==> src/rtl/bsd_pkg.sv <==
// Package for the bitmap stream decoder: beat payload types, result kinds,
// status codes and header constants. No dependencies.
`default_nettype none
package bsd_pkg;

   typedef struct packed {
      logic [7:0] data_byte;
      logic       start_req;
   } req_type;

   typedef struct packed {
      logic [1:0]  kind;
      logic [2:0]  status_code;
      logic [31:0] value;
      logic [11:0] column;
      logic [11:0] row;
      logic [12:0] image_width;
      logic [12:0] image_height;
      logic        last;
   } rsp_type;

   localparam logic [1:0] KIND_STATUS  = 2'd0;
   localparam logic [1:0] KIND_PALETTE = 2'd1;
   localparam logic [1:0] KIND_PIXEL   = 2'd2;

   localparam logic [2:0] ST_OK        = 3'd0;
   localparam logic [2:0] ST_SIGNATURE = 3'd1;
   localparam logic [2:0] ST_INFO_SIZE = 3'd2;
   localparam logic [2:0] ST_RESERVED  = 3'd3;
   localparam logic [2:0] ST_PLANES    = 3'd4;
   localparam logic [2:0] ST_NONZERO   = 3'd5;
   localparam logic [2:0] ST_BIT_COUNT = 3'd6;
   localparam logic [2:0] ST_TOO_LARGE = 3'd7;

   localparam logic [15:0] SIG_LITTLE = 16'h424d;
   localparam logic [15:0] SIG_BIG    = 16'h4d42;
   localparam logic [5:0]  INFO_CORE  = 6'd12;
   localparam logic [5:0]  INFO_FULL  = 6'd40;
   localparam logic [5:0]  OFS_INFO   = 6'h0e;
   localparam logic [5:0]  OFS_WIDTH  = 6'h12;

endpackage
`default_nettype wire

==> src/rtl/bmp_stream_decoder.sv <==
// Bitmap stream decoder top level: header parser, palette and pixel unpacker.
// Depends on bsd_pkg.
//
// Usage: bytes of a bitmap file arrive as req_ beats, one byte each; a beat
// with start_req set is byte 0 of a new file and drops any earlier progress.
// The rsp_ channel gives one status beat (with width and height when the
// header is good), then for 1-bit images two palette beats, then one beat
// per 24-bit pixel or per byte of 1-bit pixels. Row padding produces nothing.
// An error status carries last and the block then ignores bytes until the
// next start. Each request beat is decoded into the result register, so a
// result appears in the cycle after its byte is taken, and a new byte can be
// taken every cycle unless the receiver stalls. While the receiver stalls,
// req_ready follows rsp_ready; the held result is not disturbed. Reset clears
// the result valid flag and returns the parser to idle, waiting for a start.
`default_nettype none
module bmp_stream_decoder #(
   parameter int MAX_WIDTH  = 4096,
   parameter int MAX_HEIGHT = 4096
) (
   input  wire               clock,
   input  wire               reset,
   input  wire               req_valid,
   output logic              req_ready,
   input  bsd_pkg::req_type  req_data,
   output logic              rsp_valid,
   input  wire               rsp_ready,
   output bsd_pkg::rsp_type  rsp_data
);
   import bsd_pkg::*;

   localparam int WB = $clog2(MAX_WIDTH + 1);
   localparam int HB = $clog2(MAX_HEIGHT + 1);
   localparam int UB = WB + 2;
   localparam int FB = UB + 3;

   typedef enum logic [4:0] {
      PH_IDLE    = 5'b00001,
      PH_HEADER  = 5'b00010,
      PH_PALETTE = 5'b00100,
      PH_PIXELS  = 5'b01000,
      PH_DONE    = 5'b10000
   } phase_type;

   typedef struct packed {
      phase_type     phase;
      logic [5:0]    offset;
      logic          little;
      logic [31:0]   shift;
      logic [5:0]    info;
      logic [31:0]   width;
      logic [31:0]   height;
      logic          one_bit;
      logic          nonzero;
      logic          reserved;
      logic          planes_one;
      logic          bits_one;
      logic          bits_ok;
      logic [WB-1:0] column;
      logic [HB-1:0] row;
      logic [UB-1:0] row_bytes;
      logic [23:0]   pixel;
      logic [1:0]    sub;
   } state_type;

   localparam int SB = $bits(state_type);

   state_type state_ff, state_in, cur, nxt;
   logic      rsp_valid_ff, rsp_valid_in;
   rsp_type   rsp_data_ff, rsp_data_in;
   logic      accept;

   function automatic logic [31:0] take(input logic [31:0] fs, input logic [7:0] b,
                                        input logic [1:0] pos, input logic le);
      logic [31:0] r;
      if (pos == 2'd0) begin
         r = {24'd0, b};
      end else if (le) begin
         r = fs | ({24'd0, b} << {pos, 3'b000});
      end else begin
         r = {fs[23:0], b};
      end
      return r;
   endfunction

   logic [5:0]    o, wl, fstart;
   logic [5:0]    o1;
   logic          in_fld, fld_end;
   logic [31:0]   fs_t;
   logic [7:0]    b;
   logic [15:0]   sig;
   logic [WB-1:0] w;
   logic [UB-1:0] used, padded;
   logic [FB-1:0] first, left;
   logic [7:0]    pix_mask;
   logic          empty, pix_last;
   logic [2:0]    fin_code;

   assign accept    = req_valid && req_ready;
   assign req_ready = !rsp_valid_ff || rsp_ready;
   assign b         = req_data.data_byte;

   always_comb begin
      cur = state_ff;
      if (req_data.start_req) begin
         cur       = '0;
         cur.phase = PH_HEADER;
      end
      nxt         = cur;
      rsp_valid_in = 1'b0;
      rsp_data_in  = '0;
      o      = cur.offset;
      o1     = (o != 6'd63) ? o + 6'd1 : o;
      wl     = (cur.info == INFO_CORE) ? 6'd2 : 6'd4;
      in_fld = 1'b0;
      fld_end = 1'b0;
      fstart = 6'd0;
      sig    = {cur.shift[7:0], b};
      w      = cur.width[WB-1:0];
      empty  = (cur.width == 32'd0) || (cur.height == 32'd0);
      used   = cur.one_bit ? UB'(({2'b00, w} + UB'(7)) >> 3)
                           : UB'({2'b00, w} + {1'b0, w, 1'b0});
      padded = (used + UB'(3)) & ~UB'(3);
      first  = {cur.row_bytes, 3'b000};
      left   = FB'(w) - first;
      pix_mask = (left < FB'(8)) ? 8'(8'hff << (FB'(8) - left)) : 8'hff;
      pix_last = 1'b0;
      fin_code = ST_OK;
      fs_t   = '0;

      if (cur.phase == PH_HEADER) begin
         if (o >= OFS_INFO && o <= OFS_INFO + 6'd3) begin
            in_fld = 1'b1; fstart = OFS_INFO; fld_end = (o == OFS_INFO + 6'd3);
         end else if (cur.info != 6'd0 && o >= OFS_WIDTH &&
                      o < OFS_WIDTH + (wl << 1) + 6'd4) begin
            in_fld = 1'b1;
            if (o < OFS_WIDTH + wl) begin
               fstart = OFS_WIDTH;
            end else if (o < OFS_WIDTH + (wl << 1)) begin
               fstart = OFS_WIDTH + wl;
            end else if (o < OFS_WIDTH + (wl << 1) + 6'd2) begin
               fstart = OFS_WIDTH + (wl << 1);
            end else begin
               fstart = OFS_WIDTH + (wl << 1) + 6'd2;
            end
            fld_end = (o == fstart + ((o < OFS_WIDTH + (wl << 1)) ? wl : 6'd2) - 6'd1);
         end
      end else begin
         in_fld  = 1'b1;
         fstart  = {3'd0, o[2], 2'b00};
         fld_end = (o[1:0] == 2'd3) && (o < 6'd8);
      end
      fs_t = take(cur.shift, b, 2'(o - fstart), cur.little);

      if (accept) begin
         unique case (cur.phase)
            PH_HEADER: begin
               nxt.offset = o1;
               if (o == 6'd0) begin
                  nxt.shift = {24'd0, b};
               end else if (o == 6'd1) begin
                  if (sig == SIG_LITTLE) begin
                     nxt.little = 1'b1;
                  end else if (sig == SIG_BIG) begin
                     nxt.little = 1'b0;
                  end else begin
                     fin_code = ST_SIGNATURE;
                  end
               end else if (o >= 6'd6 && o <= 6'd9) begin
                  if (b != 8'd0) nxt.reserved = 1'b1;
               end else begin
                  if (in_fld) nxt.shift = fs_t;
                  if (in_fld && fld_end && fstart == OFS_INFO) begin
                     if (fs_t == 32'd12 || fs_t == 32'd40) begin
                        nxt.info = fs_t[5:0];
                     end else begin
                        fin_code = ST_INFO_SIZE;
                     end
                  end else if (cur.info != 6'd0 && o >= OFS_WIDTH) begin
                     if (in_fld && fld_end) begin
                        if (fstart == OFS_WIDTH) begin
                           nxt.width = fs_t;
                        end else if (fstart == OFS_WIDTH + wl) begin
                           nxt.height = fs_t;
                        end else if (fstart == OFS_WIDTH + (wl << 1)) begin
                           nxt.planes_one = (fs_t == 32'd1);
                        end else begin
                           nxt.bits_one = (fs_t == 32'd1);
                           nxt.bits_ok  = (fs_t == 32'd1) || (fs_t == 32'd24);
                        end
                     end
                     if (cur.info == INFO_FULL && b != 8'd0 &&
                         ((o >= 6'h1e && o <= 6'h21) || (o >= 6'h26 && o <= 6'h35))) begin
                        nxt.nonzero = 1'b1;
                     end
                     if (o == cur.info + 6'd13) begin
                        if (nxt.reserved) fin_code = ST_RESERVED;
                        else if (!nxt.planes_one) fin_code = ST_PLANES;
                        else if (nxt.nonzero) fin_code = ST_NONZERO;
                        else if (!nxt.bits_ok) fin_code = ST_BIT_COUNT;
                        else if (nxt.width > 32'(MAX_WIDTH) || nxt.height > 32'(MAX_HEIGHT))
                           fin_code = ST_TOO_LARGE;
                        if (fin_code == ST_OK) begin
                           empty = (nxt.width == 32'd0) || (nxt.height == 32'd0);
                           nxt.one_bit  = nxt.bits_one;
                           nxt.offset   = 6'd0;
                           rsp_valid_in = 1'b1;
                           rsp_data_in.kind         = KIND_STATUS;
                           rsp_data_in.image_width  = nxt.width[12:0];
                           rsp_data_in.image_height = nxt.height[12:0];
                           rsp_data_in.last         = empty && !nxt.bits_one;
                           if (nxt.bits_one) nxt.phase = PH_PALETTE;
                           else nxt.phase = empty ? PH_DONE : PH_PIXELS;
                        end
                     end
                  end
               end
               if (fin_code != ST_OK) begin
                  rsp_valid_in = 1'b1;
                  rsp_data_in.kind        = KIND_STATUS;
                  rsp_data_in.status_code = fin_code;
                  rsp_data_in.last        = 1'b1;
                  nxt.phase = PH_DONE;
               end
            end
            PH_PALETTE: begin
               nxt.offset = o1;
               if (o < 6'd8) begin
                  nxt.shift = fs_t;
                  if (fld_end) begin
                     rsp_valid_in = 1'b1;
                     rsp_data_in.kind  = KIND_PALETTE;
                     rsp_data_in.value = fs_t;
                     if (o[2]) begin
                        rsp_data_in.last = empty;
                        nxt.phase = empty ? PH_DONE : PH_PIXELS;
                     end
                  end
               end
            end
            PH_PIXELS: begin
               if (cur.row_bytes < used) begin
                  if (cur.one_bit) begin
                     pix_last = (HB'(cur.row) + HB'(1) == cur.height[HB-1:0]) &&
                                ((first + FB'(8)) >= FB'(w));
                     rsp_valid_in = 1'b1;
                     rsp_data_in.kind   = KIND_PIXEL;
                     rsp_data_in.value  = {24'd0, b & pix_mask};
                     rsp_data_in.column = 12'(32'(first));
                     rsp_data_in.row    = 12'(32'(cur.row));
                     rsp_data_in.last   = pix_last;
                  end else begin
                     nxt.pixel = {cur.pixel[15:0], b};
                     nxt.sub   = cur.sub + 2'd1;
                     if (cur.sub == 2'd2) begin
                        nxt.sub  = 2'd0;
                        pix_last = (HB'(cur.row) + HB'(1) == cur.height[HB-1:0]) &&
                                   ({1'b0, cur.column} + (WB+1)'(1) == {1'b0, w});
                        rsp_valid_in = 1'b1;
                        rsp_data_in.kind   = KIND_PIXEL;
                        rsp_data_in.value  = {8'd0, nxt.pixel};
                        rsp_data_in.column = 12'(32'(cur.column));
                        rsp_data_in.row    = 12'(32'(cur.row));
                        rsp_data_in.last   = pix_last;
                        nxt.column = cur.column + WB'(1);
                     end
                  end
               end
               nxt.row_bytes = cur.row_bytes + UB'(1);
               if (nxt.row_bytes >= padded) begin
                  nxt.row_bytes = '0;
                  nxt.column    = '0;
                  nxt.sub       = 2'd0;
                  nxt.row       = cur.row + HB'(1);
               end
               if (pix_last) nxt.phase = PH_DONE;
            end
            PH_IDLE, PH_DONE: begin
            end
            default: begin
            end
         endcase
      end
      state_in = accept ? nxt : state_ff;
   end

   always_ff @(posedge clock) begin
      if (reset) begin
         state_ff     <= {PH_IDLE, (SB - 5)'(0)};
         rsp_valid_ff <= 1'b0;
      end else begin
         state_ff <= state_in;
         if (req_ready) rsp_valid_ff <= accept && rsp_valid_in;
      end
   end

   always_ff @(posedge clock) begin
      if (req_ready) rsp_data_ff <= rsp_data_in;
   end

   assign rsp_valid = rsp_valid_ff;
   assign rsp_data  = rsp_data_ff;

   a_error_last: assert property (@(posedge clock) disable iff (reset)
      rsp_valid && rsp_data.kind == KIND_STATUS && rsp_data.status_code != ST_OK
      |-> rsp_data.last) else $error("error status without last");

   a_reset_idle: assert property (@(posedge clock)
      reset |=> !rsp_valid && state_ff.phase == PH_IDLE) else $error("reset not clean");

   a_pixel_fields: assert property (@(posedge clock) disable iff (reset)
      rsp_valid && rsp_data.kind != KIND_STATUS
      |-> rsp_data.status_code == ST_OK && rsp_data.image_width == 13'd0)
      else $error("stray status fields on data beat");

   a_done_silent: assert property (@(posedge clock) disable iff (reset)
      accept && !req_data.start_req && state_ff.phase == PH_DONE |=> !rsp_valid)
      else $error("result after end of image");

endmodule
`default_nettype wire
==> config.mk <==
export PLATFORM = sky130hd
export DESIGN_NAME = bmp_stream_decoder
export DESIGN_NICKNAME = d
export VERILOG_FILES = /design/src/rtl/bsd_pkg.sv /design/src/rtl/bmp_stream_decoder.sv
export SDC_FILE = /design/constraint.sdc
export NUM_CORES = 1
export LEC_CHECK = 0
export ABC_AREA = 1
export CAP_MARGIN = 5
export CORE_MARGIN = 2
export CORE_UTILIZATION = 41
export DETAILED_ROUTE_END_ITERATION = 10
export DONT_BUFFER_PORTS = 1
export PLACE_DENSITY = 0.62
export REMOVE_ABC_BUFFERS = 1
export SLEW_MARGIN = 15
export SYNTH_ARGS = -nofsm -noshare
export SYNTH_HDL_FRONTEND = slang
export SYNTH_SLANG_ARGS = --single-unit
==> constraint.sdc <==
create_clock -name clock -period 7.9 [get_ports clock]
set_input_delay 1.58 -clock clock [delete_from_list [all_inputs] [get_ports clock]]
set_output_delay 1.58 -clock clock [all_outputs]
set_load 0.005 [all_outputs]
== Yosys cells after proc, flatten, opt, wreduce, memory -nomap -nowiden ==
Cells that the tools add are included.

* Output and inout bits: 90
* Word-level logic and storage cells: 314
* Bits in registers: 276

* $lt $le $gt $ge: 20
* $add $sub $neg: 20
* Reductions and logical operators: 39
* Equal/unequal tests: 24
* Multiplexer cells: 171
* Shift operators: 2
* Bitwise gates (word level): 10

{| class="wikitable"
|+ Operators with widths
! cell !! count
|-
| 64-bit 2-to-1 mux || 8
|-
| 32-bit 2-to-1 mux || 10
|-
| 187-bit 2-to-1 mux || 1
|-
| 76-bit 2-to-1 mux || 2
|-
| 48-bit 2-to-1 mux || 3
|-
| 66-bit 2-to-1 mux || 2
|-
| 32-bit logical NOT || 4
|-
| 32-bit case mux with 2 select lines || 2
|-
| 3-bit 2-to-1 mux || 37
|-
| 108-bit 2-to-1 mux || 1
|-
| 104-bit 2-to-1 mux || 1
|-
| 6-bit 2-to-1 mux || 12
|-
| 67-bit 2-to-1 mux || 1
|-
| 11-bit 2-to-1 mux || 6
|-
| 32-bit by 13-bit > comparator with 1-bit output, second input constant || 2
|-
| 1-bit 2-to-1 mux || 56
|-
| 26-bit 2-to-1 mux || 2
|-
| 41-bit 2-to-1 mux || 1
|-
| 5-bit 2-to-1 mux || 8
|-
| 13-bit 2-to-1 mux || 3
|-
| 16-bit by 15-bit equality test with 1-bit output, second input constant || 2
|-
| 32-bit by 1-bit equality test with 1-bit output, second input constant || 1
|-
| 32-bit by 4-bit equality test with 1-bit output, second input constant || 1
|-
| 32-bit by 5-bit equality test with 1-bit output, second input constant || 1
|-
| 70 further kinds || 119
|}

== Logic depth before layout (Yosys ltp) ==
Gate-level depths: netlist of run 1.

* Depth after elaboration: 58
* Gate-level depth with buffers: 58
* Mapped depth without buffers: 50

== Worst setup path after synthesis of run 1 ==
Ideal clock, no wire load.

* Kind: input -> register
* Start: input port req_data[0] in the netlist's numbering
* End: register rsp_data_ff, in the netlist rsp_data[23] (data pin)
* Arrival time: 8410 ps
* Path buffers: 9
* Stages on the path: 50
* Path slack: -645 ps
* Setup time: 135 ps
* Path through: inv_2 > buf_6 > buf_2 > buf_2 > buf_1 > buf_2 > buf_1 > buf_1 > nand2_1 > ha_1 > inv_1 > nor2_1 > nand2_2 > ha_1 > or2_2 > nor2_1 > nor2_1 > ha_1 > [... 14 more ...] > buf_6 > nand2_1 > nand2_1 > nand2_1 > nor2_1 > nand2_1 > nor2_1 > nand2_1 > nand2_1 > nand3_1 > nor2_2 > nand3_1 > nor2_2 > nand2_2 > inv_2 > nand3_4 > buf_6 > nor2_2

* Cells in the longest elaborated chain, start to end: 48
* Elaborated cells between the ends (all ways): 127
* Classes of those cells: add/sub: 8; order compare: 16; eq/ne: 14; shift: 1; mux: 64; bitwise: 5; reduce/logical: 19

{| class="wikitable"
|+ RTL lines
! element !! RTL line !! text
|-
| start, declared || bmp_stream_decoder.sv:24 || <nowiki>input bsd_pkg::req_type req_data,</nowiki>
|-
| 187-bit 2-to-1 mux (*) || bmp_stream_decoder.sv:104 || <nowiki>if (req_data.start_req) begin</nowiki>
|-
| branches (longest 47 deep; another with 5-bit by 4-bit adder with 6-bit output) || -- ||
|-
| end signal, assigned || bmp_stream_decoder.sv:297 || <nowiki>if (req_ready) rsp_data_ff <= rsp_data_in;</nowiki>
|-
| end, declared || bmp_stream_decoder.sv:69 || <nowiki>rsp_type rsp_data_ff, rsp_data_in;</nowiki>
|}

Mark *: on every way between the ends. The select of a mux whose other input is x is not followed.
A chain may end at the register's enable or synchronous reset.

== Worst setup path after layout of run 1 ==
* Start: input port req_data[0] in the netlist's numbering
* End: register rsp_data_ff, in the netlist rsp_data[10] (data pin)

The elaborated chain is that of the path after synthesis.

==> results of run 1 <==
cells in the mapped netlist, types with 5 or more instances:
cell type                     n
sky130_fd_sc_hd__a21oi_1    295
sky130_fd_sc_hd__a221oi_1    26
sky130_fd_sc_hd__a22oi_1      7
sky130_fd_sc_hd__a31oi_1     13
sky130_fd_sc_hd__a41oi_1      7
sky130_fd_sc_hd__buf_1       19
sky130_fd_sc_hd__buf_2       12
sky130_fd_sc_hd__buf_6        7
sky130_fd_sc_hd__clkbuf_1   101
sky130_fd_sc_hd__clkinv_1     6
sky130_fd_sc_hd__dfxtp_1    180
sky130_fd_sc_hd__edfxtp_1    88
sky130_fd_sc_hd__ha_1        88
sky130_fd_sc_hd__inv_1      385
sky130_fd_sc_hd__inv_2       41
sky130_fd_sc_hd__nand2_1    884
sky130_fd_sc_hd__nand2_2     11
sky130_fd_sc_hd__nand3_1    159
sky130_fd_sc_hd__nand3b_1     5
sky130_fd_sc_hd__nand4_1     37
sky130_fd_sc_hd__nor2_1     328
sky130_fd_sc_hd__nor2_2      27
sky130_fd_sc_hd__nor2_4       6
sky130_fd_sc_hd__nor3_1      45
sky130_fd_sc_hd__nor4_1      22
sky130_fd_sc_hd__o2111ai_1   10
sky130_fd_sc_hd__o211ai_1    42
sky130_fd_sc_hd__o21ai_0    220
sky130_fd_sc_hd__o21ai_1     20
sky130_fd_sc_hd__o21bai_1     6
sky130_fd_sc_hd__o221ai_1    17
sky130_fd_sc_hd__o22ai_1      8
sky130_fd_sc_hd__or2_2       11
sky130_fd_sc_hd__xnor2_1     13
sky130_fd_sc_hd__xor2_1      69
state kept, by name (all words and copies together) (netlist names):
name	cells
rsp_data	88
state_ff	179
rsp_valid	1
through the flow:
stage / instances / instance area [um^2] / utilization / hold WS [ns]
final: 3962 / 23120 / 0.4598 / 0.4604
after CTS: 3962 / 23110 / 0.4596 / 0.4616
after floorplan: 3131 / 20340 / - / 0.4349
after global placement: 3898 / 21940 / 0.4364 / 0.4456
after global routing: 3962 / 23120 / 0.4598 / 0.4740
after detailed placement: 3898 / 21940 / 0.4364 / 0.4529
cell usage in the layout, fill, tap and decap left out, types with 88 or more instances in the layout:
master	synthesis	final
sky130_fd_sc_hd__inv_1	385	383
sky130_fd_sc_hd__dfxtp_1	180	180
sky130_fd_sc_hd__a21oi_1	295	295
sky130_fd_sc_hd__nand2_1	884	882
sky130_fd_sc_hd__nor2_1	328	326
sky130_fd_sc_hd__nand3_1	159	159
sky130_fd_sc_hd__edfxtp_1	88	88
sky130_fd_sc_hd__ha_1	88	88
sky130_fd_sc_hd__buf_4	4	94
sky130_fd_sc_hd__o21ai_0	220	220
path summary, 6_finish.rpt:
| check | end | slack, ns |
|---|---|---|
| worst min-delay path | state_ff[132] | 0.46 |
| worst max-delay path | rsp_data[10] | 0.43 |
| worst max register to register | rsp_data[10] | 1.26 |
| worst min register to register | state_ff[132] | 0.46 |
worst reg2reg max path, delay by kind of cell, from the launching register on:
| family | cells | cell delay [ns] |
|---|---|---|
| buffers and inverters | 6 | 0.81 |
| and+or+nand+nor | 28 | 3.42 |
| DFF | 1 | 0.33 |
| AOI/OAI and AO/OA | 2 | 0.30 |
| adders and majority gates | 6 | 1.70 |
metal layers:
layer,up-vias,track usage,wire length [um],share of wire
met3,144,0.04439,5740,0.077
met2,883,0.4498,33940,0.46
li1,10780,-,-,-
met5,-,0,13,0.00017
met1,10070,0.3733,32500,0.44
met4,2,0.09577,2377,0.032
cell type report:
type,instances,share of cell area
inverter,432,0.07036
sequential,268,0.2702
multi-input combinational,2431,0.5412
clock buffer,42,0.04038
clock inverter,22,0.01007
tap,672,0.03637
timing repair buffer,95,0.03139
power groups by stage:
stage               registers [W]  logic (W)  clock network (W)
CTS                       0.00146   0.000545            0.00167
detailed placement        0.00149   0.000543                  0
floorplan                 0.00149   0.000378                  0
global placement          0.00149   0.000542                  0
global route              0.00147   0.000617            0.00173
finish                    0.00147   0.000556            0.00164
cells by family after synthesis:
logic type | count (synthesis) | share of synthesized area
buffers and inverters | 575 | 0.1069
and+or+nand+nor | 1554 | 0.3133
DFF | 268 | 0.2980
AOI/OAI and AO/OA | 703 | 0.1917
xor gates and xnor gates | 82 | 0.03426
muxes | 1 | 0.0004775
adders and majority gates | 91 | 0.05539
==> reports/results.txt, run 1 <==
The flow ran to the end, and the final reports show no timing, DRC or antenna violations. In this run the worst setup path begins at req_data[0]. The tools report the required time reported for the critical path endpoint as 8.34 ns. The routed design has 74,580 um of wire.

Counting both buffers and inverters, the worst setup path holds a total of 7. Along the worst path, the maximum fanout reaches 77. The startpoint identified for the worst hold timing path is state_ff[132]. Summing internal, switching and leakage power gives 0.003664 W. The tools report the critical register-to-register path startpoint as state_ff[138].

In this run, CTS created clock tree buffers numbering 35. The post-DP HPWL is 54,590 um, and the power per standard cell area is 158.5 nW/um^2. Most used flip-flop cell after synthesis: sky130_fd_sc_hd__dfxtp_1. After detailed routing, the number of vias per cell comes to 5.522. The leakage power of the design was 10.51 nW; the number of cells on the worst reg-to-reg path was 42. The number of global-route vias before repair is 20,170, and the detail-routed net length per standard cell is 18.82 um. The sequential cells in the finished layout cover a total of 6246 um^2. Counting distinct cell types in the post-synthesis netlist gives 61. The register clock-pin slew on the reported worst setup and hold paths works out to 0.06 ns. The post-placement worst setup slack was -0.06171 ns. Clock root buffer: sky130_fd_sc_hd__clkbuf_16. The run gives 0.448 as the share of power burned in the clock network. The count of TritonRoute iterations in the first routing pass is 5, and the total standard cell area after synthesis is 20,960 um^2. The run gives 126 as the pin count of the biggest net entering global routing.

In this run the worst hold path is classified as reg -> reg. In the final layout, the multi-input gates occupy 12,510 um^2. On the final layout, the worst clock skew is 0.02600 ns. Number of inserted filler cells in the final layout: 5,262. The total track usage is 0.2773, and the number of enable-type register cells in the synthesized netlist is 88. Number of antenna violations at the first check in global routing: 1. The critical path runs through a total of 43 cells.

The period utilization was 0.9458. The post-cts sizing count was 0. The clock net in this run drives a total of 268 sinks.

TritonCTS built the clock tree. After floorplanning, the core was sized to cover 50,270 um^2. 103 I/O pins were placed.

Summed over all failing endpoints, the final setup total negative slack is 0 ns. The run gives 0 as the number of hold buffers added after cts. The logs give 0.9850 for the final weighted congestion in routability-driven placement and 7.91 ns for the arrival time at the worst endpoint. In this run, synthesis produced a sequential element count of 268. The kind of cell with the highest combined delay on the critical path was simple AND/OR/NAND/NOR gates. The maximum frequency from static timing analysis was 0.1338 GHz; the fraction of final layout cells with drive strength greater than 1 was 0.08419. For the initial DRC count, the log shows 2,144. The tool flagged a number of max-cap violations equal to 0.

The clock period could shrink to 7.472 ns. After the last flow step, the layout net total stands at 3,367. The routed layout has 21,880 vias. The final critical-path setup slack is 0.4279 ns, and the die span in x is 230.1 um. The run gives 0.2980 as the sequential element share of the synthesized area. After detailed routing, the number of remaining DRC violations is 0. The number of setup buffers added after CTS is 0. Number of standard-cell rows in the floorplan: 82. Global routing finished with a remaining overflow of 0. For this design the total switching power over the nets is 0.001106 W. The logs give 116,300 um for the first-pass GRT wire length and 0.4169 for the initial cell density of the core. Tightest slew margin relative to the limit: 0.2894. Setup repair after global routing left no endpoint under its margin. The die is 230.1 um tall. Total inserted antenna cells: 0.

The register share of total power was 0.400. The number of port buffers was 0; the combinational share of power was 0.152. The fraction of synthesized cell area taken by the top area cell type was 0.1719. The cell with the most instances on the worst path was sky130_fd_sc_hd__nand2_1. The floorplan step defined a die boundary enclosing 52,950 um^2. The insertion delay of the later-clocked pin in the worst-skew pair is 0.58 ns. The worst setup path is launched from a primary input. Averaged over all synthesized cells, the footprint is 6.402 um^2. The final max-slew violation count is 0. Along the worst hold path, the cell count comes to 2. The type of the worst setup path was in -> reg. The slowest stage of the critical path is the sky130_fd_sc_hd__fa_1 cell. The H-tree was split into 2 levels. The number of endpoints failing setup at the final stage was 0. The maximum buffer depth of the clock tree came out at 3. The fraction of registers with async set or reset after synthesis was 0. The logs give 0.002558 W for the internal cell power and 0 for the hold violation total from the final report. The count of nets left with antenna violations once routing finished came out at 0. In this design, the stage delay of the slowest critical-path cell is 0.50 ns. In the post-synthesis netlist, the biggest area contributors are sky130_fd_sc_hd__dfxtp_1, sky130_fd_sc_hd__nand2_1, sky130_fd_sc_hd__edfxtp_1, sky130_fd_sc_hd__a21oi_1, sky130_fd_sc_hd__inv_1. The run gives 109.8 uV as the peak ir drop on the vdd network.

The number of warnings printed during yosys synthesis was 0; the area growth from synthesis to layout was 10.28%. Of all cell types, the one taking the most synthesized area is sky130_fd_sc_hd__dfxtp_1. The worst setup path is captured at a flop. The switching part of the total was 0.3018; the transition time at the pin with the least slew margin was 1.056 ns. The tools report the number of instances in the synthesized netlist as 3,274.
Power figures use the tool's default switching activity.
==> run 2: changes to the inputs <==
Settings changed: PLACE_DENSITY 0.62 to unset, PLACE_DENSITY_LB_ADDON set to 0.2.
==> run 2 against run 1 <==
Register-to-register slack got worse by 0.12 ns. Utilization increased by 1.2 points. Cell area increased by 2.6%.
==> reports/results.txt, run 2 (synthesized netlist as in run 1, its figures left out) <==
The flow ran to the end, and the final reports show no timing, DRC or antenna violations. The area growth from synthesis to layout came out at 13.16%. The final wirelength came out at 79,320 um (+6.4%). After global routing, the most crowded layer is met2. The placeable core region is 50,270 um^2 (unchanged), and the pin count of the biggest net entering global routing is 126 (unchanged). The register with the most flip-flops in the final layout is state_ff. The post-DP HPWL was 57,400 um (+5.1%). In this run the critical register-to-register path is launched from state_ff[138].

The register clock-pin slew on the reported worst setup and hold paths was 0.06 ns (about the same); the arrival time at the worst endpoint was 7.96 ns (+0.05 ns). TritonCTS built the clock tree. The number of remaining DRC errors is 0 (unchanged), and the via total after detailed routing is 22,790 (+4.2%). The run gives 2,395 (+12%) as the initial DRC count.

The transition time at the pin with the least slew margin came out at 1.141 ns (+0.08528 ns). The tree is rooted in a sky130_fd_sc_hd__clkbuf_16. Number of buffers inserted during clock tree synthesis: 36 (+2.9%). In this run the worst hold path is classified as reg -> reg. The routed via count divided by cell count was 5.675 (+2.8%); the height of the die was 230.1 um (unchanged). Power per standard cell area: 158.1 nW/um^2 (-0.23%).

The number of flip-flops in the largest register was 179 (unchanged); the worst-case hold slack was 0.4591 ns (-0.001295 ns). The hold violation total from the final report was 0 (unchanged); the required time reported for the critical path endpoint was 8.33 ns (about the same). The fraction of final layout cells with drive strength greater than 1 was 0.1008 (+0.01658). Final critical delay including setup and external delays: 7.528 ns (+0.05639 ns).

The slowest cell on the critical path was sky130_fd_sc_hd__fa_1. The library cell used most frequently in the layout, excluding fill and tap cells, is sky130_fd_sc_hd__nand2_1. For the total power, the log shows 0.003751 W (+2.4%). The tools report the number of levels the H-tree was split into as 2 (unchanged).

The library cells used most frequently in the layout, excluding fill and tap cells, are sky130_fd_sc_hd__nand2_1, sky130_fd_sc_hd__inv_1, sky130_fd_sc_hd__nor2_1. The run gives 3,420 (+1.6%) as the number of nets in the layout. Tracing the worst setup path back leads to its startpoint at req_data[0]. The number of inserted filler cells in the final layout was 5,278 (+0.30%). The logs give 0 (-1) for the number of antenna violations at the first check in global routing and 0.04700 (+0.002604) for the global routing met3 resource utilization. For the final max-slew violation count, the log shows 0 (unchanged). The number of endpoints failing setup at the final stage was 0 (unchanged); the final clock skew was 0.01801 ns (-0.007990 ns). The run gives 6246 um^2 (unchanged) as the area taken by flip-flops and latches. The worst setup path is captured at a flop. The source of the worst hold timing path is state_ff[91].

The remaining antenna violation count after routing was 0 (unchanged). The run gives 21,080 (+4.5%) as the number of global-route vias before repair. The sum of overflow across all layers after global routing is 0 (unchanged).

STA classifies the critical path startpoint as a primary input. The global routing usage on met1 was 0.3894 (+0.01613); the total inserted antenna cells was 0 (unchanged). The maximum buffer depth of the clock tree was 3 (unchanged). Maximum single-stage delay on the critical path: 0.51 ns (about the same). The insertion delay of the later-clocked pin in the worst-skew pair was 0.58 ns (about the same). Total track usage: 0.2912 (+0.01384). The die span in x was 230.1 um (unchanged). The clock sink total was 268 (unchanged); the reported max-cap violation count was 0 (unchanged). The number of standard-cell rows in the floorplan is 82 (unchanged). The run gives 0.4169 (unchanged) as the initial cell density of the core. Final weighted congestion in routability-driven placement: 0.9348 (-5.1%).

The period utilization works out to 0.9530 (+0.007138). The run gives 121,400 um (+4.4%) as the first-pass GRT wire length. Maximum fanout encountered on the critical timing path: 77 (unchanged).

The number of top-level pins came out at 103 (unchanged). Tightest slew margin relative to the limit: 0.2320 (-0.05738). The area enclosed by the die boundary was 52,950 um^2 (unchanged). For the met2 routing resource usage after global routing, the log shows 0.4639 (+0.01402). Detail-routed net length per standard cell: 19.75 um (+4.9%).

Multi-input gate area in the final layout: 12,560 um^2 (+0.38%). The peak ir drop on the vdd network is 147.5 uV (+34%). The leakage power of the design is 10.82 nW (+3.0%), and the number of port buffers is 0 (unchanged).

The count of TritonRoute iterations in the first routing pass came out at 6 (+1). The critical path is of the in -> reg type. The tools report the maximum frequency from static timing analysis as 0.1328 GHz (-0.75%).
==> run 2: final timing paths <==
kind	end	slack [ns]	cells past startpoint
worst min register to register	state_ff[91]	0.46	2
worst max-delay path	rsp_data[14]	0.37	43
worst min-delay path	state_ff[91]	0.46	2
worst max register to register	rsp_data[14]	1.14	42
==> run 2: area by class of cell <==
| cell class | instances | share of cell area |
|---|---|---|
| multi-input combinational | 2431 | 0.5295 |
| sequential | 268 | 0.2633 |
| inverter | 432 | 0.06858 |
| timing repair buffer | 147 | 0.05217 |
| clock buffer | 43 | 0.04041 |
| tap | 672 | 0.03545 |
| clock inverter | 23 | 0.01055 |
==> run 2: what timing repair did <==
item                                    CTS  global route
hold buffers                              0             0
setup buffers                             0             9
resized for setup                         0            23
endpoints found under the setup margin    0            19
endpoints found under the hold margin     0             0
==> run 2: worst max-delay path, delay by kind of cell <==
family	cells	cell delay (ns)
simple gates	25	3.09
compound gates	3	0.36
buf+inv	9	1.10
fa+ha+maj	6	1.75
==> run 2: where the power goes <==
group	internal, W	leakage (nW)	total (W)	switching [W]
clock	0.00101	0.591	0.00170	0.000693
combinational	0.000167	7.68	0.000583	0.000416
sequential	0.00145	2.55	0.00147	0.0000214
total	0.00262	10.8	0.00375	0.00113
==> run 2: routing by layer <==
metal  share of wire  vias to the layer above
met5               0                        -
met4           0.045                        0
met3           0.080                      200
met2            0.45                     1008
met1            0.43                    10680
li1                -                    10910
==> run 2: through the flow <==
step	instances	utilization	setup WS [ns]	cell area [um^2]	setup TNS [ns]
2_1_floorplan	3131	-	-3.707	20340	-480.45
5_1_grt	4016	0.4718	-0.06738	23720	-0.3619
3_3_place_gp	3938	0.4429	0.03905	22270	0
4_1_cts	4004	0.4671	0.4837	23480	0
6_report	4016	0.4718	0.3715	23720	0
3_5_place_dp	3938	0.4431	-0.1090	22270	-1.814
